<file path="config.mk">
export PLATFORM = sky130hd
export DESIGN_NAME = normalized_attribute_distance
export DESIGN_NICKNAME = d
export VERILOG_FILES = /design/src/rtl/core/nad_pkg.sv /design/src/rtl/core/normalized_attribute_distance.sv
export SDC_FILE = /design/constraint.sdc
export NUM_CORES = 2
export LEC_CHECK = 0
export ABC_AREA = 1
export BUFFER_PORTS_ARGS = -buffer_cell sky130_fd_sc_hd__buf_2
export CORE_AREA = 5 5 357 359
export CTS_CLUSTER_DIAMETER = 30
export DETAILED_ROUTE_END_ITERATION = 8
export DIE_AREA = 0 0 362 364
export PLACE_DENSITY_LB_ADDON = 0.12
export REMOVE_ABC_BUFFERS = 1
export SETUP_SLACK_MARGIN = 0.5
export SLEW_MARGIN = 20
export SYNTH_ARGS = -nofsm -noshare
export SYNTH_HDL_FRONTEND = slang
export SYNTH_SLANG_ARGS = --single-unit
</file>
<file path="constraint.sdc">
create_clock -name i_clk -period 7.7 [get_ports i_clk]
set_input_delay 0.385 -clock i_clk [delete_from_list [all_inputs] [get_ports i_clk]]
set_output_delay 0.385 -clock i_clk [all_outputs]
set_load 0.03 [all_outputs]
</file>
<file path="src/rtl/core/nad_pkg.sv">
// Package for the normalised attribute distance block: field widths, fixed-point
// constants, register indexes, and the attribute kind and difference class types.
// No dependencies.
package nad_pkg;

    localparam int VALUE_W   = 32;
    localparam int SCALE_W   = 32;
    localparam int FRAC_BITS = 16;
    localparam int DIST_W    = 48;
    localparam int KIND_W    = 2;
    localparam int CFG_IDX_W = 2;
    localparam int CFG_DAT_W = 1;
    localparam int PROD_W    = VALUE_W + SCALE_W;

    localparam int S_TDATA_W = 2 * VALUE_W + SCALE_W;
    localparam int S_TUSER_W = 2 + KIND_W;
    localparam int M_TDATA_W = ((DIST_W + 7) / 8) * 8;

    localparam logic [DIST_W-1:0] DIST_MAX = {DIST_W{1'b1}};
    localparam logic [DIST_W-1:0] ONE_FX   = DIST_W'(1) << FRAC_BITS;
    localparam logic [DIST_W-1:0] HALF_FX  = DIST_W'(1) << (FRAC_BITS - 1);

    typedef enum logic [KIND_W-1:0] {
        KIND_IGNORED  = 2'd0,
        KIND_CONT     = 2'd1,
        KIND_DISCRETE = 2'd2,
        KIND_RESERVED = 2'd3
    } t_attr_kind;

    typedef enum logic [CFG_IDX_W-1:0] {
        CFG_REDUCE_MODE     = 2'd0,
        CFG_NORMALIZE_ON    = 2'd1,
        CFG_IGNORE_UNKNOWNS = 2'd2,
        CFG_UNUSED          = 2'd3
    } t_cfg_idx;

    typedef enum logic [1:0] {
        DIFF_ZERO = 2'd0,
        DIFF_HALF = 2'd1,
        DIFF_ONE  = 2'd2,
        DIFF_CONT = 2'd3
    } t_diff_cls;

endpackage

</file>
<file path="src/rtl/core/normalized_attribute_distance.sv">
// Normalised attribute distance, Manhattan or maximal, Q16.16 in, Q32.16 out.
// Four-stage pipeline: input register, difference, multiply, reduce.
// Depends on nad_pkg.
//
// channel   dir  tdata                                   tuser                    tlast
// s_axis    in   value_a, value_b, scale (96 bits)       unknown_a, unknown_b,    last
//                                                        attr_kind
// m_axis    out  distance (48 bits)                      saturated                -
// i_cfg_*   in   index 0 reduce_mode, 1 normalize_on, 2 ignore_unknowns
//
// One request per cycle sustained while the output takes results; a result is offered
// once its last request has passed the input, difference and multiply registers.
// The running total loop is the only feedback path: one add or compare per cycle while stage 4 advances.
// Reset clears the running total, the pipeline valids and the registers to defaults.
// A stalled result holds the reduce stage only for last requests; bubbles in front
// of it keep absorbing new requests.
module normalized_attribute_distance (
    input  logic                          i_clk,
    input  logic                          i_rst_n,
    input  logic                          s_axis_tvalid,
    output logic                          s_axis_tready,
    input  logic [nad_pkg::S_TDATA_W-1:0] s_axis_tdata,  // value_a, value_b, scale
    input  logic [nad_pkg::S_TUSER_W-1:0] s_axis_tuser,  // unknown_a, unknown_b, attr_kind
    input  logic                          s_axis_tlast,
    output logic                          m_axis_tvalid,
    input  logic                          m_axis_tready,
    output logic [nad_pkg::M_TDATA_W-1:0] m_axis_tdata,  // distance
    output logic                          m_axis_tuser,  // saturated
    input  logic                          i_cfg_we,
    input  logic [nad_pkg::CFG_IDX_W-1:0] i_cfg_idx,
    input  logic [nad_pkg::CFG_DAT_W-1:0] i_cfg_wdata
);
    import nad_pkg::*;

    logic r_reduce_mode, r_normalize_on, r_ignore_unk;

    logic                      r_s1_v, r_s1_unk, r_s1_last;
    logic signed [VALUE_W-1:0] r_s1_a, r_s1_b;
    logic [SCALE_W-1:0]        r_s1_scale;
    t_attr_kind                r_s1_kind;

    logic               r_s2_v, r_s2_last;
    logic [VALUE_W-1:0] r_s2_mag;
    logic [SCALE_W-1:0] r_s2_scale;
    t_diff_cls          r_s2_cls;

    logic              r_s3_v, r_s3_last;
    logic [DIST_W-1:0] r_s3_d;

    logic [DIST_W-1:0] r_total;
    logic              r_ovf;
    logic              r_out_v, r_out_sat;
    logic [DIST_W-1:0] r_out_dist;

    logic              out_free, acc_go, s3_adv, s2_adv, s1_adv;
    logic [VALUE_W:0]  diff;
    logic [VALUE_W-1:0] n_mag;
    t_diff_cls         n_cls;
    logic [PROD_W-1:0] prod;
    logic [DIST_W-1:0] n_d;
    logic [DIST_W:0]   sum;
    logic [DIST_W-1:0] n_red;
    logic              n_clamp;

    assign out_free      = !r_out_v || m_axis_tready;
    assign acc_go        = r_s3_v && (!r_s3_last || out_free);
    assign s3_adv        = !r_s3_v || acc_go;
    assign s2_adv        = !r_s2_v || s3_adv;
    assign s1_adv        = !r_s1_v || s2_adv;
    assign s_axis_tready = s1_adv;

    always_ff @(posedge i_clk) begin
        if (!i_rst_n) begin
            r_reduce_mode  <= 1'b0;
            r_normalize_on <= 1'b1;
            r_ignore_unk   <= 1'b0;
        end else if (i_cfg_we) begin
            case (t_cfg_idx'(i_cfg_idx))
                CFG_REDUCE_MODE:     r_reduce_mode  <= i_cfg_wdata[0];
                CFG_NORMALIZE_ON:    r_normalize_on <= i_cfg_wdata[0];
                CFG_IGNORE_UNKNOWNS: r_ignore_unk   <= i_cfg_wdata[0];
                default: ;
            endcase
        end
    end

    // stage 1: input register
    always_ff @(posedge i_clk) begin
        if (!i_rst_n) begin
            r_s1_v <= 1'b0;
        end else if (s1_adv) begin
            r_s1_v <= s_axis_tvalid;
        end
    end

    always_ff @(posedge i_clk) begin
        if (s1_adv) begin
            r_s1_a     <= s_axis_tdata[VALUE_W-1:0];
            r_s1_b     <= s_axis_tdata[2*VALUE_W-1:VALUE_W];
            r_s1_scale <= s_axis_tdata[2*VALUE_W+SCALE_W-1:2*VALUE_W];
            r_s1_unk   <= s_axis_tuser[0] | s_axis_tuser[1];
            r_s1_kind  <= t_attr_kind'(s_axis_tuser[2+KIND_W-1:2]);
            r_s1_last  <= s_axis_tlast;
        end
    end

    // stage 2: magnitude and difference class
    always_comb begin
        diff  = {r_s1_a[VALUE_W-1], r_s1_a} - {r_s1_b[VALUE_W-1], r_s1_b};
        n_mag = diff[VALUE_W] ? VALUE_W'(-diff) : diff[VALUE_W-1:0];
        n_cls = DIFF_ZERO;
        if (r_s1_unk) begin
            if ((r_s1_kind == KIND_CONT || r_s1_kind == KIND_DISCRETE) && !r_ignore_unk)
                n_cls = DIFF_HALF;
        end else begin
            case (r_s1_kind)
                KIND_CONT:     n_cls = DIFF_CONT;
                KIND_DISCRETE: n_cls = (r_s1_a != r_s1_b) ? DIFF_ONE : DIFF_ZERO;
                default:       n_cls = DIFF_ZERO;
            endcase
        end
    end

    always_ff @(posedge i_clk) begin
        if (!i_rst_n) begin
            r_s2_v <= 1'b0;
        end else if (s2_adv) begin
            r_s2_v <= r_s1_v;
        end
    end

    always_ff @(posedge i_clk) begin
        if (s2_adv) begin
            r_s2_mag   <= n_mag;
            r_s2_scale <= r_s1_scale;
            r_s2_cls   <= n_cls;
            r_s2_last  <= r_s1_last;
        end
    end

    // stage 3: per-attribute distance, continuous differences scaled when normalize_on is set
    always_comb begin
        prod = PROD_W'(r_s2_mag) * PROD_W'(r_s2_scale);
        case (r_s2_cls)
            DIFF_HALF: n_d = HALF_FX;
            DIFF_ONE:  n_d = ONE_FX;
            DIFF_CONT: n_d = r_normalize_on ? prod[FRAC_BITS +: DIST_W] : DIST_W'(r_s2_mag);
            default:   n_d = '0;
        endcase
    end

    always_ff @(posedge i_clk) begin
        if (!i_rst_n) begin
            r_s3_v <= 1'b0;
        end else if (s3_adv) begin
            r_s3_v <= r_s2_v;
        end
    end

    always_ff @(posedge i_clk) begin
        if (s3_adv) begin
            r_s3_d    <= n_d;
            r_s3_last <= r_s2_last;
        end
    end

    // stage 4: reduce into the running total
    always_comb begin
        sum     = {1'b0, r_total} + {1'b0, r_s3_d};
        n_clamp = 1'b0;
        if (!r_reduce_mode) begin
            if (sum[DIST_W]) begin
                n_red   = DIST_MAX;
                n_clamp = 1'b1;
            end else begin
                n_red = sum[DIST_W-1:0];
            end
        end else begin
            n_red = (r_s3_d > r_total) ? r_s3_d : r_total;
        end
    end

    always_ff @(posedge i_clk) begin
        if (!i_rst_n) begin
            r_total <= '0;
            r_ovf   <= 1'b0;
        end else if (acc_go) begin
            r_total <= r_s3_last ? '0 : n_red;
            r_ovf   <= r_s3_last ? 1'b0 : (r_ovf | n_clamp);
        end
    end

    always_ff @(posedge i_clk) begin
        if (!i_rst_n) begin
            r_out_v <= 1'b0;
        end else if (acc_go && r_s3_last) begin
            r_out_v <= 1'b1;
        end else if (m_axis_tready) begin
            r_out_v <= 1'b0;
        end
    end

    always_ff @(posedge i_clk) begin
        if (acc_go && r_s3_last) begin
            r_out_dist <= n_red;
            r_out_sat  <= r_ovf | n_clamp;
        end
    end

    assign m_axis_tvalid = r_out_v;
    assign m_axis_tdata  = M_TDATA_W'(r_out_dist);
    assign m_axis_tuser  = r_out_sat;

endmodule
</file>
Word-level counts from Yosys, hierarchy flattened. Cells that the tools add are included.

Add/sub/neg operators: 3. Multiply operators: 1. $lt $le $gt $ge: 1. Equality and inequality tests: 8. Muxes and demuxes: 16. Bitwise operators: 2. Reduce and logical (&&, ||, !) cells: 20.

Operators by type and width (number): $mux 48 (5); $pmux 48 s3 (1); $mul 32x32->64 (1); $add 48x48->49 (1); $gt 48x48->1 (1); $sub 32x32->33 (1); $mux 32 (1); $ne 32x32->1 (1); $neg 32->32 (1); $eq 2x2->1 const B (4); $eq 2x1->1 const B (3); $logic_not 1->1 (6); $logic_or 1x1->1 (6); $mux 1 (6); $reduce_and 2->1 (3); $mux 2 (2); $pmux 2 s2 (1); $logic_and 1x1->1 (3); $logic_not 2->1 (1); $or 1x1->1 (2); $reduce_bool 2->1 (1).

Register bits: 321. Output and inout bits: 51. Logic and storage cells: 74.

Logic depth before layout (Yosys ltp).
Depth after elaboration: 7. Depth in mapped cells: 35. Depth with buffers taken out: 33.

Least setup slack after synthesis. OpenSTA, ideal clock, no wires.

Path kind: register to register. Start point: register r_s2_mag[30]. End point: register r_s3_d[29], data pin. Library setup time: 0.249 ns. Arrival: 6.529 ns. Data required time: 7.451 ns. Path slack: 0.922 ns. Stages on the path, launching flop included: 33. Buffers on the path: 2. Clock period less this slack: 6.778 ns. Cell sequence: edfxtp_1 -> clkbuf_1 -> clkbuf_1 -> nand2_1 -> fa_1 -> inv_1 -> fa_1 -> fa_1 -> inv_1 -> fa_1 -> inv_1 -> fa_1 -> fa_1 -> fa_1 -> inv_1 -> fa_1 -> inv_1 -> ha_1 -> nand2_1 -> nor2_1 -> inv_1 -> nor2_1 -> inv_1 -> nor3_1 -> nand3_1 -> nand3_1 -> nand2_1 -> nand2_1 -> nand2_1 -> inv_1 -> o21ai_0 -> nand2_1 -> inv_1.

Word-level cells in the longest chain between the ends: 3.

Ends and longest elaborated chain: from (decl) (RTL line normalized_attribute_distance.sv:43) `logic [VALUE_W-1:0] r_s2_mag;`; from (signal assigned) (RTL line normalized_attribute_distance.sv:134) `r_s2_mag <= n_mag;`; $mul 32x32->64 (RTL line normalized_attribute_distance.sv:143) `prod = PROD_W'(r_s2_mag) * PROD_W'(r_s2_scale);`; $mux 48 (RTL line normalized_attribute_distance.sv:147) `DIFF_CONT: n_d = r_normalize_on ? prod[FRAC_BITS +: DIST_W] : DIST_W'(r_s2_mag);`; $pmux 48 s3 (RTL line normalized_attribute_distance.sv:144) `case (r_s2_cls)`; via n_d[29] (RTL line normalized_attribute_distance.sv:60) `logic [DIST_W-1:0] n_d;`; to (signal assigned) (RTL line normalized_attribute_distance.sv:162) `r_s3_d <= n_d;`; to (decl) (RTL line normalized_attribute_distance.sv:48) `logic [DIST_W-1:0] r_s3_d;`.

The timed path passes the listed nets, and every way through them passes these cells. A chain may end at the register's enable or synchronous reset.

Worst setup path in the final report.
Start point: register r_s2_mag[24]. End point: register r_s3_d[38], data pin.

The elaborated chain is that of the path after synthesis.

==> reports/metrics.yaml <==
outcome:
  status: "finished clean"
sta:
  finalCritPeriodShare_pct: 93.3
  layout_setup_ws_ps: 513
  worst_pin_slew_ps: 944
  rsz0062_at_grt: "yes"
  maxSlewViolCount: 0
  hold_slack_ps: 82.7
  finalSetupViolations: 0
  relSlewSlack_pct: 37.0
  final_hold_viol_count: 0
  fmax_mhz: 139
  period_needed_ps: 7190
  clock_skew_ps: 34.8
floorplanning:
  die_w_um: 362
  floorplan.core_area_um2: 123000
  core.rowCount: 129
  die_y_um: 364
  fp.dieArea_um2: 132000
  start_util_pct: 44.9
  num_io_pins: 160
yosys:
  synth_area_leaders: "fa_1 32%, edfxtp_1 14%, inv_1 14%, nand2_1 13%, ha_1 8.8%"
  yosys_warnings: 0
  avgSynthCellArea_um2: 7.62
  synth.distinct_cells: 53
  ys_seq_area_share_pct: 16.4
  synth_top_area_share_pct: 32.4
  syn_inst: 7273
  netlist_area_um2: 55400
  yosys.area.top_type: "fa_1"
  async_flop_share_pct: 0
  synth_edf_count: 265
  synth_flop_cell: "edfxtp_1"
  synth.most_common_cell: "inv_1"
  ys_seq_elements: 321
  synth_commonest_cells: "2036 x inv_1, 1914 x nand2_1, 897 x fa_1"
finish:
  final_nets: 9074
  fin_cells: 9387
  drive_gt1_share_pct: 13.7
  syn_to_final_growth_pct: 19.5
route:
  highest_layer: "met4"
  wl_um: 179000
  drc: 0
  vias: 46537
  postRouteAntennaNets: 0
  route.met2.wl_um: 89000
  drtPass1Iterations: 6
  met3_length_um: 9390
  drtIter0Drc: 2884
  drt-wirelength-per-cell_um: 19.1
  routed_via_density: 4.96
  wirelength_met1_um: 75000
min_path:
  hold_path.class: "input port to flop"
worst_setup_path:
  worstPathCellList: "buf_12 -> buf_6 -> nand2_1 -> fa_1 -> fa_1 -> inv_1 -> fa_1 -> fa_1 -> fa_1 -> fa_1 -> fa_1 -> ha_1 -> ha_1 -> inv_1 -> o21ai_0 -> o21bai_1 -> a21oi_2 -> o21ai_0 -> a211oi_2 -> nand2_1 -> nand2_1 -> nor2_1"
  crit_top_cell: "fa_1"
  critical_path_class: "flop to flop"
  cp_slowest_cell: "fa_1"
  cpPeakStageDelay_ps: 610
  critPathBufInv: 4
  startpoint_type: "flop"
  crit_arrival_ps: 7600
  worst-path-max-fanout: 20
  cp_top_family: "adder cells"
  end_kind: "flop"
  required_ps: 8110
place:
  numPlacedInstances: 8999
  pre_cts_ws_ps: -185
  routabilityCongestion: 0.955
  port_buffers: 159
  hpwl_um: 143000
job:
  maxCapViolCount: 0
grt:
  grt_usage_pct: 27.0
  grt_pass1_wl_um: 276000
  grt_pass1_vias: 48578
  antenna_found_initial: 2
  gr-total-overflow: 0
  grt_start_max_net_pins: 56
cts:
  tritoncts: "built"
  htree_levels: 3
  cts_max_path_buffers: 3
  worstSkewPairLatency_ps: 680
  clk_transition_reported_paths_ps: 50
  cts_inserted_buffers: 84
  clkSinkCount: 321
  cts_root_buffer: "clkbuf_16"
flip-flops by register name, indices dropped and copies added, names as in the netlist, 32 cells and up:
name / flops
r_s2_mag: 32
r_s3_d: 48
m_axis_tdata: 48
r_s1_a: 32
r_s2_scale: 32
r_total: 48
r_s1_b: 32
r_s1_scale: 32
per-layer routing:
| metal | vias up | track usage [%] |
|---|---|---|
| met5 | - | 0 |
| met4 | 0 | 8.10 |
| met3 | 272 | 2.85 |
| met2 | 1174 | 48.4 |
| met1 | 22992 | 34.7 |
| li1 | 22099 | - |
per-stage QoR:
stage	TNS, ps	instance area (µm²)	utilization, %
after floorplan	0	54300	-
after global placement	-193	59200	48.0
after detailed placement	-233	59200	48.0
after CTS	0	64200	52.0
after global routing	0	66200	53.6
final	0	66200	53.7
worst min-delay path, stage by stage:
cell	delay, ps
buf_2	70
nor2_1	60
o21ai_0	160
inv_1	40
kinds of logic after synthesis:
family / synth area share [%]
buffers and inverters: 16.0
adders and majority gates: 41.2
and+or+nand+nor: 20.3
AOI/OAI and AO/OA: 5.11
DFF: 16.4
xor gates and xnor gates: 0.948
repair_timing:
| item | 4_1_cts | 5_1_grt |
|---|---|---|
| resized for setup | 77 | 382 |
| buffers inserted | 51 | 59 |
| pin swaps | 6 | 150 |
| endpoints found under the hold margin | 105 | 0 |
| hold buffers | 108 | 0 |
| setup endpoints to repair | 41 | 43 |
| gates cloned | 0 | 10 |
cells in the final DEF (no fill, tap or decap), types with 22 or more instances in the layout:
cell,synthesis,final
a21oi_2,2,34
nor3_1,34,29
inv_2,18,66
nand4_1,29,29
nand2_2,32,67
buf_2,8,159
dlygate4sd3_1,0,108
nor2_2,6,39
fa_1,897,851
nor2_1,353,300
ha_4,0,23
nand3_1,319,305
nor2_4,8,28
xor2_1,46,45
a21oi_1,276,233
o21ai_0,127,92
dfxtp_1,56,54
buf_6,11,22
ha_1,392,364
nand2_1,1914,1861
buf_12,0,54
inv_1,2036,1985
clkbuf_16,0,94
nand3_2,10,22
edfxtp_1,265,265
fa_2,0,46
buf_4,3,241
final timing paths:
kind / startpoint / endpoint / slack, ps / cells after the start
worst max-delay path: r_s2_mag[24]$_DFFE_PP_ / r_s3_d[38]$_DFFE_PP_ / 510 / 22
worst min-delay path: m_axis_tready / m_axis_tvalid$_SDFFE_PN0P_ / 80 / 4
worst max register to register: r_s2_mag[24]$_DFFE_PP_ / r_s3_d[38]$_DFFE_PP_ / 510 / 22
worst min register to register: r_s1_scale[8]$_DFFE_PP_ / r_s2_scale[8]$_DFFE_PP_ / 410 / 0
layout make-up:
cell class	instances	area, µm²
Sequential cell	321	9080
Clock buffer	102	2230
Multi-Input combinational cell	4616	39000
Clock inverter	56	866
Antenna cell	2	5.00
Inverter	2056	7720
Timing Repair Buffer	597	5310
Fill cell	11881	57200
Tap cell	1637	2050
Power is not shown: default switching activity piles up to over one toggle a cycle in this logic, so the estimate is an artifact.
